--- src/rtl/mp2d_ram.sv ---
// ----------------------------------------------------------------------------
// mp2d_ram
// simple dual-port synchronous ram, one write and one registered read port
// ----------------------------------------------------------------------------
`default_nettype none

module mp2d_ram #(
    parameter int WIDTH = 16,
    parameter int DEPTH = 256,
    localparam int ADDR_W = $clog2(DEPTH)
) (
    input  logic              i_clk,
    input  logic              i_we,
    input  logic [ADDR_W-1:0] i_waddr,
    input  logic [WIDTH-1:0]  i_wdata,
    input  logic              i_re,
    input  logic [ADDR_W-1:0] i_raddr,
    output logic [WIDTH-1:0]  o_rdata
);

    logic [WIDTH-1:0] r_mem [DEPTH];
    logic [WIDTH-1:0] r_rdata;

    always_ff @(posedge i_clk) begin
        if (i_we) begin
            r_mem[i_waddr] <= i_wdata;
        end
        if (i_re) begin
            r_rdata <= r_mem[i_raddr];
        end
    end

    assign o_rdata = r_rdata;

endmodule

`default_nettype wire

--- config.mk ---
export PLATFORM = sky130hd
export DESIGN_NAME = mp2d_ram
export DESIGN_NICKNAME = d
export VERILOG_FILES = /design/src/rtl/mp2d_ram.sv
export SDC_FILE = /design/constraint.sdc
export NUM_CORES = 2
export LEC_CHECK = 0
export ABC_AREA = 1
export BUFFER_PORTS_ARGS = -buffer_cell sky130_fd_sc_hd__buf_4
export CELL_PAD_IN_SITES_DETAIL_PLACEMENT = 1
export CELL_PAD_IN_SITES_GLOBAL_PLACEMENT = 1
export CORE_ASPECT_RATIO = 1.75
export CORE_MARGIN = 1
export CORE_UTILIZATION = 25
export DETAILED_ROUTE_END_ITERATION = 6
export PLACE_DENSITY_LB_ADDON = 0.08
export SYNTH_ARGS = -nofsm -noshare
export SYNTH_HDL_FRONTEND = slang
export SYNTH_SLANG_ARGS = --single-unit
--- constraint.sdc ---
create_clock -name i_clk -period 3.2 [get_ports i_clk]
set_clock_uncertainty 0.1 [all_clocks]
set_input_delay 0.64 -clock i_clk [delete_from_list [all_inputs] [get_ports i_clk]]
set_output_delay 0.64 -clock i_clk [all_outputs]
set_load 0.01 [all_outputs]
[Word-level counts from Yosys, hierarchy flattened]
Memory sizes are Yosys's and may differ from the RTL's. A register that Yosys moved wholly into a read port is not among the register bits.
Cells that the tools add are included.
Operators by class
  multiplexer cells: 2
Operators with widths (number)
  two-way mux 1 bit: 2
Storage, ports and cells
  RAM bits: 4096
  output and inout bits: 16
  memories kept: 1
  bits in registers: 0
  input port bits: 35
  word-level logic and storage cells: 3
Memory list
  r_mem: words 256, width 16, rd ports 1, clocked after Yosys merged registers in 1, write ports 1, RTL line 21  | logic [WIDTH-1:0] r_mem [DEPTH];

[Longest topological paths before layout]
  depth after elaboration: 2
  mapped depth: 15
  mapped depth without buffers: 11

[Worst setup path after synthesis]
OpenSTA, ideal clock, no wires.
  path type: in2reg
  start: in i_we
  end: mem r_mem[162][0] (enable)
  cell stages on the path: 4
  path buffers: 2
  data required time: 2712 ps
  data arrival time: 2092 ps
  path slack: 620 ps
  cell sequence: clkbuf_1 nand3_1 clkbuf_1 nor2_1
Between the ends
  longest elaborated chain between the ends: 2
Ends and longest elaborated chain
  start, declared: RTL line 13  | input logic i_we,
  two-way mux 1 bit: RTL line 25  | if (i_we) begin
  two-way mux 1 bit (implied by the code): RTL line 26  | r_mem[i_waddr] <= i_wdata;
  end, declared: RTL line 21
Every way passes these cells.

==> out/metrics.csv <==
metric,value,unit
outcome,"complete, but fails checks",
violated checks,negative setup slack,
CTS max path bufs,5,
multi-input logic area,37600,um2
Post-synth EDFFs,4112,
Commonest cells post-synth,"nand2_1 (4211), edfxtp_1 (4112), nand3_1 (4035)",
number of remaining DRC errors,0,
Core Region,661000,um2
Worst EP arrival,4.05,ns
vias in the first global route,119000,
IO Port Bufs,50,
total number of yosys warnings,0,
Synth area leaders,"edfxtp_1 (74%), nand3_1 (12%), nand2_1 (9.5%)",
WL/cell,29.6,um
CTS tree,yes,
"count leader, synth",nand2_1,
count of unique library cells instantiated by Yosys,14,
Pwr per Cell Area,598,nW/um2
total wire length,696000,um
crit-path cells,buf_16 > inv_16 > buf_4 > buf_12 > buf_12 > nand2_1 > nand3_1 > nand3_1 > nand3_1 > nand3_1 > nand3_1 > nand3_1 > nand2_1 > nand2_1 > nand2_1,
Critical Path Source,i_raddr[0],
required time worst endpoint,4.00,ns
vias after detailed routing,112000,
wire length of the first global-routing pass,969000,um
Leak,70.0,nW
fraction of registers with async set or reset after synthesis,0,%
Relative slew margins,33.0,%
die extent in x,618,um
most frequent CP cell,nand3_1,
Yosys top cell area share,74.4,%
root buf cell,clkbuf_16,
Filler cells,71000,
H-tree Lvls,5,
Final Max Slew Viols,0,
R2R depth,10,
post-DR vias/cell,4.74,
Max IR drop VDD,0.000430,V
Int Pwr,91.2,mW
"Seq/Total Area, Yosys",74.4,%
Initial Util,25.1,%
Worst Hold Class,input pin to flop,
Crit Path Max Fanout,43,
critical path type,input pin to flop,
final setup fails,1,
Reg2Reg Launch Point,r_mem[231][4]$_DFFE_PP_,
FP Rows,395,
clock sinks,4112,
DRT antenna net count,0,
nets,14500,
clock slew seen by the registers of the worst setup and hold paths,0.06,ns
Max-Cap Viols,0,
CP peak stage delay,0.58,ns
fmax,309,MHz
drt pass-1 iters,5,
RSZ-0062 raised after global routing,yes,
Worst-Skew Late Latency,1.07,ns
grt total ovfl,0,
initial antenna violation count,52,
"Net Count, Synth",13700,
largest net degree at the start of global routing,87,
WHS Path Cells,1,
Post-Syn Instances,13600,
Area Overhead vs Synth,21.4,%
Clock Power Share,42.8,%
sw power,29.2,mW
Reg area,123000,um2
post-route cell area,201000,um2
die height,1080,um
Post-DP Area,187000,um2
crit end category,flop,
final worst slack,-0.0408,ns
"Top FF cell, synth",edfxtp_1,
"area leader, netlist",edfxtp_1,
Reg power frac,49.4,%
Placer Congestion,0.791,
hold path start,i_wdata[14],
switching fraction of total power,24.3,%
HPWL Detailed,455000,um
Avg Inst Size Synth,12.2,um2
Die ar.,667000,um2
Post CTS Setup Buffer Count,0,
post-layout min period,3.24,ns
Worst-Margin Slew,1.00,ns
"FF+latch count, synth",4112,
Ports,51,
fraction of layout cells with a size suffix above 1,14.3,%
Post-Synthesis Cell Area,166000,um2
slowest CP cell,nand3_1,
Fin. Hold Viols,0,
combinational fraction of design power,7.8,%
initial DRC count,7579,
GRT Overall Usage,20.6,%
kind of start point of the critical path,input pin,
total clock buffers created by CTS,443,
fin util,30.5,%
fin crit share,101,%
[cell usage in the layout (no fill, tap or decap), types with 2 or more instances in the layout]
cell type,synthesis,final
nand2_1,4211,4195
edfxtp_1,4112,4112
nand3_1,4035,4019
buf_4,163,884
clkbuf_16,0,448
buf_12,1,403
nor2_2,0,159
nor2_1,283,124
clkinv_1,0,98
clkinv_2,0,86
clkbuf_1,154,84
bufinv_16,0,44
inv_1,35,32
diode_2,0,19
buf_8,1,19
dlygate4sd3_1,0,17
nand2_2,0,16
clkinvlp_4,0,16
nand3_2,0,15
inv_6,0,11
clkinv_4,0,3
inv_16,0,2
inv_8,0,2
clkinv_8,0,2
[per-layer routing]
layer	up-vias	share of wire, %	GRT usage, %
met2	1834	53	38.7
met1	58800	40	24.3
met5	-	0.0052	0
met4	6	3.5	6.95
met3	744	2.6	1.83
li1	50300	-	-
[critical path: cells and delay by family]
kind,cells,cell delay (ns)
AND/OR/NAND/NOR,10,2.16
buffers and inverters,5,1.03
[area by class of cell]
class	instances	share of cell area [%]
inverter	39	0.0994
multi-input combinational	8529	18.7
antenna	19	0.0236
clock inverter	259	1.20
sequential	4112	61.3
clock buffer	532	5.72
timing repair buffer	1325	7.55
tap	8734	5.43
[registers in the layout (all words and copies together), names as in the netlist]
name / cells
o_rdata: 16
r_mem: 4096
[path summary, 6_finish.rpt]
kind	endpoint	slack [ns]
min reg2reg	o_rdata[4]$_DFFE_PP_	1.11
max reg2reg	o_rdata[4]$_DFFE_PP_	0.33
max	o_rdata[7]$_DFFE_PP_	-0.04
min	r_mem[37][14]$_DFFE_PP_	0.07
[logic make-up (layout without fill, tap and decap cells)]
family	Yosys count	count (layout)	share of synthesized area, %
flip-flops	4112	4112	74.4
buffers and inverters	976	2155	3.21
other	0	19	0
AND/OR/NAND/NOR	8529	8529	22.3
[power groups by stage]
stage	clock, mW	combinational (mW)	sequential (mW)
6_report	51.5	9.42	59.5
5_1_grt	54.7	10.1	59.4
4_1_cts	53.1	9.75	59.4
3_5_place_dp	0	9.69	60.6
3_3_place_gp	0	9.66	60.6
2_1_floorplan	0	3.67	60.6
[stage by stage]
step           hold slack, ns  setup TNS, ns  total power [mW]  worst slack [ns]  std cells
3_5_place_dp            0.949         -17.75              70.3             -1.40      22700
3_3_place_gp            0.950         -18.40              70.3             -1.45      22700
2_1_floorplan           0.639              0              64.3             0.620      13600
4_1_cts                0.0210              0               122          0.000104      23500
5_1_grt                0.0443        -0.0181               124           -0.0115      23500
6_report               0.0731        -0.0408               120           -0.0408      23500
[repair_timing]
action	CTS	global route
endpoints found under the hold margin	340	0
setup endpoints to repair	8	5
cloned	0	0
hold buffers	17	0
resized for setup	12	5
(Power assumes the default switching activity.)
